===== src/design/pst_pkg.sv =====
// Package for the packed saturating counter table.
// Payload structs, state encoding, request, status and register codes.
// No dependencies.
package pst_pkg;

    localparam int VALUE_W = 13;
    localparam int KBITS_W = 4;
    localparam int COUNT_W = 8;
    localparam int BYTE_W  = 8;

    localparam logic [1:0] REQ_ADD    = 2'd0;
    localparam logic [1:0] REQ_REMOVE = 2'd1;
    localparam logic [1:0] REQ_QUERY  = 2'd2;

    localparam logic [1:0] STAT_OK    = 2'd0;
    localparam logic [1:0] STAT_RANGE = 2'd1;
    localparam logic [1:0] STAT_SAT   = 2'd2;
    localparam logic [1:0] STAT_ZERO  = 2'd3;

    localparam logic CFG_MAX_VALUE    = 1'b0;
    localparam logic CFG_COUNTER_BITS = 1'b1;

    typedef struct packed {
        logic [1:0]         req_type;
        logic [VALUE_W-1:0] value;
    } t_req;

    typedef struct packed {
        logic [COUNT_W-1:0] count;
        logic [1:0]         status;
    } t_res;

    // Where one counter sits in the byte store
    typedef struct packed {
        logic               in_range;
        logic               b_odd;
        logic [2:0]         off;
        logic               has_hi;
        logic               straddle;
        logic [KBITS_W-1:0] k;
    } t_loc;

    typedef enum logic [1:0] {
        ST_CLEAR,
        ST_IDLE,
        ST_RMW
    } t_state;

endpackage


===== src/design/pst_locate.sv =====
// Counter locator: effective width, bit position, range check and bank row.
// Depends on pst_pkg.
module pst_locate #(
    parameter int STORE_BYTES = 1024,
    parameter int RW          = 9
) (
    input  logic [pst_pkg::VALUE_W-1:0] i_value,
    input  logic [pst_pkg::VALUE_W-1:0] i_max_value,
    input  logic [pst_pkg::KBITS_W-1:0] i_counter_bits,
    output pst_pkg::t_loc               o_loc,
    output logic [RW-1:0]               o_row
);

    localparam logic [20:0] STORE_BITS = 21'(STORE_BYTES * 8);
    localparam logic [17:0] STORE_LEN  = 18'(STORE_BYTES);

    logic [3:0]  k;
    logic [16:0] pos;
    logic [20:0] end_pos;
    logic [13:0] byte_ix;
    logic [19:0] row_wide;

    always_comb begin
        // zero counts as one bit, anything past eight as eight
        if (i_counter_bits == 4'd0) begin
            k = 4'd1;
        end else if (i_counter_bits > 4'd8) begin
            k = 4'd8;
        end else begin
            k = i_counter_bits;
        end
        pos      = 17'(i_value) * 17'(k);
        end_pos  = 21'(pos) + 21'(k);
        byte_ix  = pos[16:3];
        row_wide = 20'(pos[16:4]);

        o_loc.in_range = (i_value <= i_max_value) && (end_pos <= STORE_BITS);
        o_loc.b_odd    = pos[3];
        o_loc.off      = pos[2:0];
        o_loc.has_hi   = (18'(byte_ix) + 18'd1) < STORE_LEN;
        o_loc.straddle = (4'(pos[2:0]) + k) > 4'd8;
        o_loc.k        = k;
        o_row          = row_wide[RW-1:0];
    end

endmodule


===== config.mk =====
export PLATFORM = sky130hd
export DESIGN_NAME = pst_locate
export DESIGN_NICKNAME = d
export VERILOG_FILES = /design/src/design/pst_pkg.sv /design/src/design/pst_locate.sv
export SDC_FILE = /design/constraint.sdc
export NUM_CORES = 1
export LEC_CHECK = 0
export BUFFER_PORTS_ARGS = -buffer_cell sky130_fd_sc_hd__buf_2
export CORE_ASPECT_RATIO = 1.25
export CORE_MARGIN = 2
export CORE_UTILIZATION = 53
export DETAILED_ROUTE_END_ITERATION = 6
export PLACE_DENSITY_LB_ADDON = 0.05
export SKIP_LAST_GASP = 1
export SYNTH_ARGS = -nofsm -noshare
export SYNTH_HDL_FRONTEND = slang
export SYNTH_SLANG_ARGS = --single-unit

===== constraint.sdc =====
create_clock -name vclk -period 10.54
set_input_delay 3.162 -clock vclk [all_inputs]
set_output_delay 3.162 -clock vclk [all_outputs]
set_load 0.02 [all_outputs]

# Yosys cells after proc, flatten, opt, wreduce, memory -nomap -nowiden
# Cells that the tools add are included.
[op_classes]
n_mul = 1
mux = 2
order_cmp = 5
reduce_logical = 2
n_addsub = 3
[op_table]
columns = ["cell", "n"]
rows = [
  ["adder 17 x 4 -> 18 bit", 1],
  ["less-or-equal comparator 18 x 14 -> 1 bit (second input constant)", 1],
  ["multiplier 13 x 4 -> 17 bit", 1],
  ["adder 14 x 1 -> 15 bit (second input constant)", 1],
  ["less-than comparator 15 x 11 -> 1 bit (second input constant)", 1],
  ["less-or-equal comparator 13 bit", 1],
  ["greater-than comparator 4 bit (second input constant)", 2],
  ["2-to-1 mux 4 bit", 2],
  ["adder 3 x 4 -> 4 bit", 1],
  ["logical NOT 4 bit", 1],
  ["logical AND 1 bit", 1],
]
[totals]
input_bits = 30
out_inout_bits = 20
register_bits = 0
word_cells = 13

# Depth between registers and ports, before layout
[depth]
word_depth = 7
depth_mapped = 20
mapped_depth_nobuf = 18

# Worst setup path before layout
# No wires, ideal clock.
[synth_timing]
kind = "input to output"
startpoint = "input port i_counter_bits[3] (netlist name)"
endpoint = "output port o_loc[10] (netlist name)"
t_arrival_ps = 7956
path_slack_ps = -578
n_path_buf = 2
required_ps = 7378
path_stages = 18
path_cell_list = "clkbuf_1 > nor2b_1 > clkbuf_1 > nand2_1 > fa_1 > inv_1 > fa_1 > inv_1 > fa_1 > nor2b_1 > o22ai_1 > xnor2_1 > nand3_1 > nor3_1 > or4b_1 > o31ai_1 > o2111ai_1 > a211oi_2"
[synth_lines]
columns = ["element", "line_no", "source"]
rows = [
  ["start, declared", "pst_locate.sv:9", "input logic [pst_pkg::KBITS_W-1:0] i_counter_bits,"],
  ["end, declared", "pst_locate.sv:10", "output pst_pkg::t_loc o_loc,"],
]

==> run summary <==
Outcome
• result of the run: complete, no violations

Timing
• total of endpoints with negative setup slack in the final report: 0
• Least-Margin Pin Slew: 0.504 ns
• worst slew margin relative to its limit: 66.3%
• final worst path period need: 10.37 ns
• final count of pins violating max slew: 0
• minimum hold slack: 6.70 ns
• count of endpoints failing hold in the final timing report: 0
• share of the clock period used by the worst path: 98.4%
• final-layout setup total negative slack: 0 ns
• final worst slack: 0.165 ns
• fmax: 96.4 MHz

Job
• number of maximum-capacitance violations: 0

Global route
• initial antenna violation count: 0
• pin count of the biggest net entering global routing: 13
• global-route usage over all layers: 22.4%
• wire length of the first global-routing pass: 9670 um
• remaining global-route overflow: 0
• vias in the first global route: 2324

Route
• Via Count: 2397
• detailed-route wire length: 5660 um
• number of design rule violations left after detail routing: 0
• Detail Route Antenna Nets: 0
• via density per instance: 5.27
• First DRT Iteration DRCs: 52
• drt pass-1 iters: 4
• average detailed-routed wire length per instance: 12.4 um

Critical path
• crit path capture type: output pin
• largest driver fanout on the critical path: 6
• slowest CP cell: sky130_fd_sc_hd__fa_1
• type of the setup path with the least slack: in -> out
• Slowest Stage Delay on Critical Path: 0.54 ns
• arrival time worst endpoint: 7.21 ns
• worst path required time: 7.38 ns
• worst path cell trace: buf_2, nor2b_4, buf_4, and2_1, fa_1, inv_1, fa_1, inv_1, ha_1, nand2_1, o31a_4, a2111oi_4, a211o_2, o41ai_4, xnor2_2, mux2_4, a41oi_2, a211oi_2, buf_4
• startpoint of the most critical setup path: i_counter_bits[1]
• critical path startpoint category: input pin

Floorplanning
• number of cell rows: 27
• die footprint: 5190 um^2
• height of the die: 80.1 um
• initial core utilization: 55.4%
• count of boundary I/O pins: 50
• placeable core area: 4430 um^2
• Die X: 64.9 um

Placement
• total of buffers placed on input and output ports: 50
• HPWL after DPL: 4740 um
• total placed cells including tap cells: 446
• Final Wtd Congestion: 0.828
• worst slack after detailed placement: 0.0645 ns

Layout
• post-layout instance count excluding filler cells: 455
• commonest cells after routing, fill and taps aside: sky130_fd_sc_hd__inv_1, sky130_fd_sc_hd__buf_2, sky130_fd_sc_hd__nand2_1
• fill cell total of the finished layout: 394
• Layout clock buffers: 0
• most common library cell in the layout ignoring fill and taps: sky130_fd_sc_hd__inv_1
• area overhead of the layout relative to synthesis: 28.4%
• antenna diode count: 0
• number of sequential cells: 0
• share of post-route cells with drive strength above 1: 31.0%
• Total Nets Final: 488
• FF+latch area: 0 um^2

Synthesis
• post-synthesis area per instance: 7.50 um^2
• net count after synthesis: 416
• synthesized cell area: 2450 um^2
• Ys Warns: 0
• top cell type by total area after synthesis: sky130_fd_sc_hd__fa_1
• cell count after synthesis: 327
• count of distinct cell types in the synthesized netlist: 49
• main area contributors after synthesis: sky130_fd_sc_hd__fa_1, sky130_fd_sc_hd__ha_1, sky130_fd_sc_hd__inv_1
• portion of synthesized cell area occupied by the leading cell type: 18.8%
• portion of the post-synthesis area used by sequential elements: 0%

Worst hold path
• worst hold start: i_counter_bits[3]
• type of the most critical hold path: in -> out
• Worst Hold Depth: 3

Pwr
• leakage power figure: 0.00167 uW
• Max rail drop VDD: 0.0479 mV
• final total power: 262 uW
• power density relative to cell area: 83.1 nW/um^2

## cell usage after synthesis (all sizes together) (2+ instances only)
master    n
o31a      2
o2111ai   2
fa       23
ha       36
nand2b    5
mux2      2
o21ai     5
or2       2
buf       2
o311ai    2
o21a      4
a21oi    13
inv      60
nand2    36
nor2     24
a211o     2
nor4b     2
nand4     5
clkbuf    6
a21o      5
and2     30
o22ai     3
nand3     5
nor3      3
a211oi    5
xor2      6
xnor2    13
nor2b     7
o31ai     4
## path summary, 6_finish.rpt
path	end	slack (ns)
setup / recovery	o_loc[10]	0.17
hold / removal	o_loc[1]	6.70
## logic make-up after synthesis
logic type      share of synthesized area, %
mux                                     1.48
buf+inv                                 10.6
compound gates                          17.7
fa+ha+maj                               37.1
xor+xnor                                7.09
simple gates                            26.0
## layout make-up
cell class	count	area, um^2	share of cell area (%)
repair buffers	78	469	14.9
well taps	58	72.6	2.30
multi-input cells	259	2380	75.6
inverters	60	228	7.23
## layer usage
layer	vias up	routed length [um]	GRT usage, %
met5	-	0	0
met4	0	136	4.26
met3	9	105	0.280
met2	37	3100	45.4
met1	1133	2320	25.8
li1	1218	-	-
## critical path, delay by kind of cell
| family | cells | cell delay, ns |
|---|---|---|
| AOI/OAI and AO/OA | 6 | 1.27 |
| xor gates and xnor gates | 1 | 0.28 |
| adders and majority gates | 3 | 1.31 |
| buffers and inverters | 5 | 0.49 |
| muxes | 1 | 0.33 |
| and+or+nand+nor | 3 | 0.35 |
## per-stage QoR
| stage | cell area [um^2] | utilization [%] |
|---|---|---|
| after floorplan | 2540 | - |
| after global placement | 2940 | 66.5 |
| after detailed placement | 2940 | 66.5 |
| after CTS | 2940 | 66.5 |
| after global routing | 3150 | 71.2 |
| final | 3150 | 71.2 |
## where the power goes
part | total [uW] | switching [uW] | internal (uW)
sequential | 0 | 0 | 0
combinational | 262 | 147 | 114
clock | 0 | 0 | 0
## what timing repair did
action                                  CTS  global route
setup buffers                             0             9
hold buffers                              0             0
resized for setup                         0            26
endpoints found under the setup margin    0             2
Power figures use the tool's default switching activity.
